### config.mk
export PLATFORM = sky130hd
export DESIGN_NAME = pus_axis
export DESIGN_NICKNAME = d
export VERILOG_FILES = /design/src/rtl/core/pus_pkg.sv /design/src/rtl/core/pus_axis.sv
export SDC_FILE = /design/constraint.sdc
export NUM_CORES = 2
export LEC_CHECK = 0
export BUFFER_PORTS_ARGS = -buffer_cell sky130_fd_sc_hd__buf_2
export CAP_MARGIN = 20
export CORE_UTILIZATION = 65
export CTS_CLUSTER_DIAMETER = 200
export DETAILED_ROUTE_END_ITERATION = 8
export PLACE_DENSITY = 0.84
export SLEW_MARGIN = 25
export SYNTH_ARGS = -nofsm -noshare
export SYNTH_HDL_FRONTEND = slang
export SYNTH_SLANG_ARGS = --single-unit
### constraint.sdc
create_clock -name clk_i -period 7.8 [get_ports clk_i]
set_clock_uncertainty 0.2 [all_clocks]
set_input_delay 0.78 -clock clk_i [delete_from_list [all_inputs] [get_ports clk_i]]
set_output_delay 0.78 -clock clk_i [all_outputs]
set_load 0.01 [all_outputs]
### src/rtl/core/pus_pkg.sv
// Shared types, widths and constant tables for the particle update pipeline.
// No dependencies; imported by the interfaces, pus_axis and particle_update_step.
`default_nettype none
package pus_pkg;

  localparam int unsigned POS_W   = 32;
  localparam int unsigned FT_W    = 17;
  localparam int unsigned NOW_W   = 39;
  localparam int unsigned DIE_W   = 40;
  localparam int unsigned RAMP_W  = 16;
  localparam int unsigned COLOR_W = 8;
  localparam int unsigned GRAV_W  = 15;
  localparam int unsigned PROD_W  = POS_W + FT_W + 1;
  localparam int unsigned ACC_W   = 36;
  localparam int unsigned RSUM_W  = 18;

  localparam int unsigned CFG_IDX_W  = 1;
  localparam int unsigned CFG_DATA_W = NOW_W;

  localparam logic [FT_W-1:0]  FRAME_TIME_RST = 17'd1092;
  localparam logic [NOW_W-1:0] NOW_TIME_RST   = '0;

  localparam logic [RSUM_W-1:0] FIRE_RAMP_END = 18'd24576;
  localparam logic [RSUM_W-1:0] EXPL_RAMP_END = 18'd32768;
  localparam logic [RAMP_W-1:0] FIRE_ALPHA_SPAN = 16'd24576;
  localparam logic [9:0]        DIV3_RECIP = 10'd683;
  localparam logic [7:0]        ALPHA_FULL = 8'hff;

  localparam logic [3:0] FIRE_RATE  = 4'd5;
  localparam logic [3:0] EXPL_RATE  = 4'd10;
  localparam logic [3:0] EXPL2_RATE = 4'd15;

  typedef enum logic [2:0] {
    KIND_STATIC,
    KIND_GRAV,
    KIND_SLOWGRAV,
    KIND_FIRE,
    KIND_EXPLODE,
    KIND_EXPLODE2,
    KIND_BLOB,
    KIND_BLOB2
  } kind_e;

  typedef enum logic [CFG_IDX_W-1:0] {
    CFG_FRAME_TIME,
    CFG_NOW_TIME
  } cfg_reg_e;

  typedef enum logic [1:0] {
    VOP_KEEP,
    VOP_GROW,
    VOP_DAMP1,
    VOP_DAMP4
  } vel_op_e;

  typedef enum logic [1:0] {
    GOP_NONE,
    GOP_ADD,
    GOP_SUB
  } grav_op_e;

  typedef struct packed {
    logic s1;
    logic s2;
    logic s3;
  } pus_adv_t;

  localparam logic [COLOR_W-1:0] FIRE_TAB [8] = '{
    8'h6d, 8'h6b, 8'h06, 8'h05, 8'h04, 8'h03, 8'h00, 8'h00
  };
  localparam logic [COLOR_W-1:0] EXPL_TAB [8] = '{
    8'h6f, 8'h6d, 8'h6b, 8'h69, 8'h67, 8'h65, 8'h63, 8'h61
  };
  localparam logic [COLOR_W-1:0] EXPL2_TAB [8] = '{
    8'h6f, 8'h6e, 8'h6d, 8'h6c, 8'h6b, 8'h6a, 8'h68, 8'h66
  };

  function automatic logic signed [POS_W-1:0] sat32(input logic signed [ACC_W-1:0] v);
    logic hi_same;
    hi_same = (v[ACC_W-1:POS_W-1] == '0) || (v[ACC_W-1:POS_W-1] == '1);
    if (hi_same) begin
      sat32 = v[POS_W-1:0];
    end else if (v[ACC_W-1]) begin
      sat32 = {1'b1, {(POS_W-1){1'b0}}};
    end else begin
      sat32 = {1'b0, {(POS_W-1){1'b1}}};
    end
  endfunction

endpackage
`default_nettype wire

### src/rtl/core/pus_axis.sv
// Three-stage datapath for one axis: velocity times frame time, position step,
// velocity grow/damp, then gravity. Depends on pus_pkg; stage enables from the top.
`default_nettype none
module pus_axis import pus_pkg::*; (
  input  wire                       clk_i,
  input  wire pus_adv_t             adv_i,
  input  wire signed [POS_W-1:0]    pos_i,
  input  wire signed [POS_W-1:0]    vel_i,
  input  wire [FT_W-1:0]            frame_time_i,
  input  wire [GRAV_W-1:0]          grav_i,
  input  wire                       keep_pos_i,
  input  wire vel_op_e              vel_op_i,
  input  wire grav_op_e             grav_op_i,
  output logic signed [POS_W-1:0]   pos_o,
  output logic signed [POS_W-1:0]   vel_o
);

  logic signed [PROD_W-1:0] prod_d, prod_q;
  logic signed [POS_W-1:0]  pos1_q, vel1_q;
  logic [GRAV_W-1:0]        grav1_q, grav2_q;
  logic                     keep1_q;
  vel_op_e                  vop1_q;
  grav_op_e                 gop1_q, gop2_q;

  logic signed [ACC_W-1:0]  step1, step4, pos_ext, vel_ext, pos_sum, vel_sum;
  logic signed [POS_W-1:0]  pos2_d, pos2_q, vel2_d, vel2_q;
  logic signed [ACC_W-1:0]  vel2_ext, grav_ext, vel3_sum;
  logic signed [POS_W-1:0]  vel3_d;

  assign prod_d = vel_i * $signed({1'b0, frame_time_i});

  always_ff @(posedge clk_i) begin
    if (adv_i.s1) begin
      prod_q  <= prod_d;
      pos1_q  <= pos_i;
      vel1_q  <= vel_i;
      grav1_q <= grav_i;
      keep1_q <= keep_pos_i;
      vop1_q  <= vel_op_i;
      gop1_q  <= grav_op_i;
    end
  end

  always_comb begin
    step1   = ACC_W'(prod_q >>> 16);
    step4   = ACC_W'(prod_q >>> 14);
    pos_ext = ACC_W'(pos1_q);
    vel_ext = ACC_W'(vel1_q);
    pos_sum = pos_ext + step1;
    pos2_d  = keep1_q ? pos1_q : sat32(pos_sum);
    case (vop1_q)
      VOP_GROW:  vel_sum = vel_ext + step4;
      VOP_DAMP1: vel_sum = vel_ext - step1;
      VOP_DAMP4: vel_sum = vel_ext - step4;
      default:   vel_sum = vel_ext;
    endcase
    vel2_d = sat32(vel_sum);
  end

  always_ff @(posedge clk_i) begin
    if (adv_i.s2) begin
      pos2_q  <= pos2_d;
      vel2_q  <= vel2_d;
      grav2_q <= grav1_q;
      gop2_q  <= gop1_q;
    end
  end

  always_comb begin
    vel2_ext = ACC_W'(vel2_q);
    grav_ext = ACC_W'($signed({1'b0, grav2_q}));
    case (gop2_q)
      GOP_ADD: vel3_sum = vel2_ext + grav_ext;
      GOP_SUB: vel3_sum = vel2_ext - grav_ext;
      default: vel3_sum = vel2_ext;
    endcase
    vel3_d = sat32(vel3_sum);
  end

  always_ff @(posedge clk_i) begin
    if (adv_i.s3) begin
      pos_o <= pos2_q;
      vel_o <= vel3_d;
    end
  end

endmodule
`default_nettype wire

; After elaboration in Yosys (flattened, before gate mapping)
; Cells that the tools add are included.
[classes]
addsub = 6
mul = 1
eq_ne = 8
mux = 9
reduce_logical = 6
[op_table]
columns = operator, count
row1 = two-way mux 32 bit, 7
row2 = one-hot mux 36 bit (3 select lines), 1
row3 = one-hot mux 36 bit (2 select lines), 1
row4 = multiplier 32 x 18 -> 50 bit, 1
row5 = adder 32 x 36 -> 36 bit, 1
row6 = subtractor 32 x 36 -> 36 bit, 1
row7 = adder 32 x 34 -> 35 bit, 1
row8 = subtractor 32 x 34 -> 35 bit, 1
row9 = adder 32 x 16 -> 33 bit, 1
row10 = subtractor 32 x 16 -> 33 bit, 1
row11 = "equality test 5 bit, second input constant", 3
row12 = logical NOT 5 bit, 3
row13 = "equality test 2 bit, second input constant", 3
row14 = "equality test 2 x 1 -> 1 bit, second input constant", 2
row15 = logical OR 1 bit, 3
[word_totals]
reg_bits = 279
input_bits = 105
out_inout_bits = 64
word_cells = 43

; Longest topological paths before layout
[logic_depth]
word_depth = 5
mapped_depth = 28
depth_no_buf = 25

; Worst setup path after synthesis
; No wires, ideal clock.
[synth_timing]
path_kind = in2reg
from = input frame_time_i[9]
to = register prod_q[42] (data pin)
setup_time_ns = 0.259
t_arrival_ns = 6.594
required_time_ns = 7.341
setup_slack_ns = 0.747
path_stages = 24
n_path_buf = 1
path_cell_list = clkbuf_1 nand2_1 fa_1 inv_1 fa_1 inv_1 fa_1 inv_1 fa_1 fa_1 inv_1 fa_1 inv_1 ha_1 nand4_1 a211oi_1 nand4_1 nand3_1 o311ai_0 a2111oi_0 o21ai_0 nand2b_1 a41oi_1 xnor2_1
[synth_via]
elab_chain_cells = 1
[synth_rtl]
columns = element, line_no
row1 = from (decl), pus_axis.sv:9  ; input wire [FT_W-1:0] frame_time_i,
row2 = multiplier 32 x 18 -> 50 bit, pus_axis.sv:30  ; assign prod_d = vel_i * $signed({1'b0, frame_time_i});
row3 = net prod_d[42], pus_axis.sv:18  ; logic signed [PROD_W-1:0] prod_d, prod_q;
row4 = to (signal assigned), pus_axis.sv:34  ; prod_q <= prod_d;
row5 = to (decl), pus_axis.sv:18
; The timed path passes the listed nets, and every way through them passes these cells.
; A chain may end at the register's enable or synchronous reset.

; Worst setup path after layout
[layout_timing]
from = input frame_time_i[4]
to = register prod_q[42] (data pin)
; The elaborated chain is that of the path after synthesis.

==> flow_metrics.env <==
export IMPL_clk_path_buf_depth=3
export IMPL_ys_top_cells_by_area="fa_1 (28%), edfxtp_1 (21%), ha_1 (8.5%)"
export IMPL_grt_pass1_wl_mm=155.7
export IMPL_start_util_pct=65.96
export IMPL_setup_viol=0
export IMPL_ys_flop_type="edfxtp_1"
export IMPL_num_rows=87
export IMPL_cp_slowest_stage_delay_ns=0.54
export IMPL_grt_overflow=0
export IMPL_cp_end_kind="flip-flop"
export IMPL_cts_buffers=27
export IMPL_seq_area_frac_synth_pct=21.31
export IMPL_drive_gt1_share_pct=6.820
export IMPL_cts_resized=0
export IMPL_path_max_fanout=24
export IMPL_hold_violations=0
export IMPL_drv_slew=0
export IMPL_die_y_um=241.7
export IMPL_ant_nets=0
export IMPL_drt_iter0_drc=2456
export IMPL_max_clock_freq_mhz=143.6
export IMPL_required_ns=7.89
export IMPL_cts_setup_buffers=0
export IMPL_min_delay_path_depth=1
export IMPL_synth_area_um2=37330
export IMPL_arrival_ns=7.05
export IMPL_finalNonFillerCells=4850
export IMPL_first_pass_iters=5
export IMPL_cp_common_cell="fa_1"
export IMPL_critPathLaunchType="input port"
export IMPL_antenna_found_initial=0
export IMPL_synth_edf_count=265
export IMPL_worstPathCellList="buf_2, and2_1, fa_1, inv_1, fa_1, fa_1, inv_1, fa_1, fa_1, inv_1, fa_1, inv_1, ha_1, nand4_1, a211oi_1, nand4_1, nand3_1, o311ai_0, a2111oi_0, buf_4, o21ai_0, nand2b_1, a41oi_1, xnor2_1"
export IMPL_clock_sinks=265
export IMPL_finalCritPeriodShare_pct=89.28
export IMPL_hold_buffers=0
export IMPL_dieWidth_um=241.7
export IMPL_ff_latch_area_um2=7958
export IMPL_synthToLayoutAreaGrowth_pct=6.180
export IMPL_io_buffers=168
export IMPL_worst_slack_ns=0.8365
export IMPL_die_area_um2=58400
export IMPL_drc=0
export IMPL_ys_ff_latch=265
export IMPL_cts_root_buf="clkbuf_16"
export IMPL_ys_types=77
export IMPL_wl_per_cell_um=20.11
export IMPL_grt_pass1_vias=29550
export IMPL_cts_tree="done"
export IMPL_final_cell_mix="inv_1 (760), fa_1 (523), nand2_1 (364)"
export IMPL_avgSynthCellArea_um2=9.336
export IMPL_multi_input_area_um2=25930
export IMPL_io_pins=169
export IMPL_grt_use_total_pct=33.56
export IMPL_dp_slack_ns=0.2811
export IMPL_setup_tns_ns=0
export IMPL_path_class="input port to flip-flop"
export IMPL_worst_pin_slew_ns=1.020
export IMPL_grt_setup_unrepaired="no"
export IMPL_yosysTopAreaCell="fa_1"
export IMPL_hpwl_mm=76.79
export IMPL_layout_commonest_cell="inv_1"
export IMPL_final_nets=4954
export IMPL_grt_max_degree=82
export IMPL_hp_class="input port to flip-flop"
export IMPL_whs_ns=0.1962
export IMPL_syn_nets=4881
export IMPL_synth_top_area_share_pct=28.04
export IMPL_clk_pin_slew_ns=0.06
export IMPL_n_fill_cell=4189
export IMPL_status="finished clean"
export IMPL_async_reset_ff_share_pct=0
export IMPL_coreArea_um2=56600
export IMPL_htreeDepth=1
export IMPL_insertion_delay_ns=0.56
export IMPL_routabilityCongestion=0.9721
export IMPL_post_route_min_period_ns=6.963
export IMPL_ys_warn_count=0
export IMPL_timing_slew_headroom_pct=31.93
export IMPL_vias=29130
export IMPL_syn_instance_count=3999
export IMPL_via_per_inst=6.006
export IMPL_placed_cells=4799
export IMPL_max_cap_viol_count=0
export IMPL_rr_worst_depth=19
export IMPL_wl_mm=97.52
export IMPL_slowest_stage="fa_1"
## stage by stage
stage | area [um2] | util, %
global placement | 38840 | 68.62
CTS | 39630 | 70.01
global route | 39630 | 70.02
floorplan | 37330 | -
finish | 39640 | 70.03
detailed placement | 38850 | 68.63
## worst max-delay path: cells and delay by family
| family | cells | cell delay [ns] |
|---|---|---|
| adder cells (fa/ha/maj) | 7 | 3.15 |
| XOR/XNOR | 1 | 0.16 |
| AND/OR/NAND/NOR | 5 | 0.87 |
| AO/OA/AOI/OAI | 5 | 1.19 |
| buffers and inverters | 6 | 0.87 |
## synth_stat cells, drive strengths merged, types with 22 or more instances
library cell and instances:
nand3 42, a31oi 30, o21bai 22, nor2 139
nor3 32, a21o 89, nand2b 22, xnor2 134
edfxtp 265, and2 336, a211oi 28, nand2 364
ha 254, nand4 32, fa 523, a221oi 40
inv 760, o21a 22, a21oi 227, o21ai 142
clkbuf 147, xor2 56, and3 28
## worst paths after layout
kind	startpoint	to	slack, ns
setup reg to reg	prod_q[18]$_DFFE_PP_	vel2_q[19]$_DFFE_PP_	1.08
hold reg to reg	pos2_q[0]$_DFFE_PP_	pos_o[0]$_DFFE_PP_	0.22
setup / recovery	frame_time_i[4]	prod_q[42]$_DFFE_PP_	0.84
hold / removal	pos_i[4]	pos1_q[4]$_DFFE_PP_	0.20
## registers in the layout, summed over array words and instances (netlist names)
signal   cells
prod_q      36
pos1_q      32
pos2_q      32
pos_o       32
vel1_q      32
vel2_q      32
vel_o       32
grav1_q     15
grav2_q     15
gop1_q       2
gop2_q       2
vop1_q       2
keep1_q      1
## cells by family (layout without fill, tap and decap cells)
| group | count (synthesis) | after routing | synth area share, % |
|---|---|---|---|
| buffers and inverters | 927 | 1019 | 9.364 |
| adders and majority gates | 795 | 795 | 37.04 |
| AOI/OAI and AO/OA | 717 | 717 | 12.31 |
| DFF | 265 | 265 | 21.31 |
| muxes | 29 | 29 | 0.8110 |
| xor gates and xnor gates | 191 | 191 | 4.558 |
| other | 0 | 3 | 0 |
| and+or+nand+nor | 1075 | 1075 | 14.61 |
## layer usage
layer	GRT usage, %	part of all wire [%]
met5	0	0
met4	10.80	3.3
met3	4.772	9.0
met2	54.67	46
met1	46.59	42
## area by class of cell
class	instances	share of cell area, %
Multi-Input combinational cell	2807	65.42
Tap cell	756	2.386
Sequential cell	265	20.07
Clock buffer	32	1.752
Inverter	762	7.215
Clock inverter	16	0.2178
Timing Repair Buffer	209	2.920
Antenna cell	3	0.01894
Power is left out: the tool's default activity adds up to more than one toggle a clock period on the data nets, which glitch-free logic cannot reach.
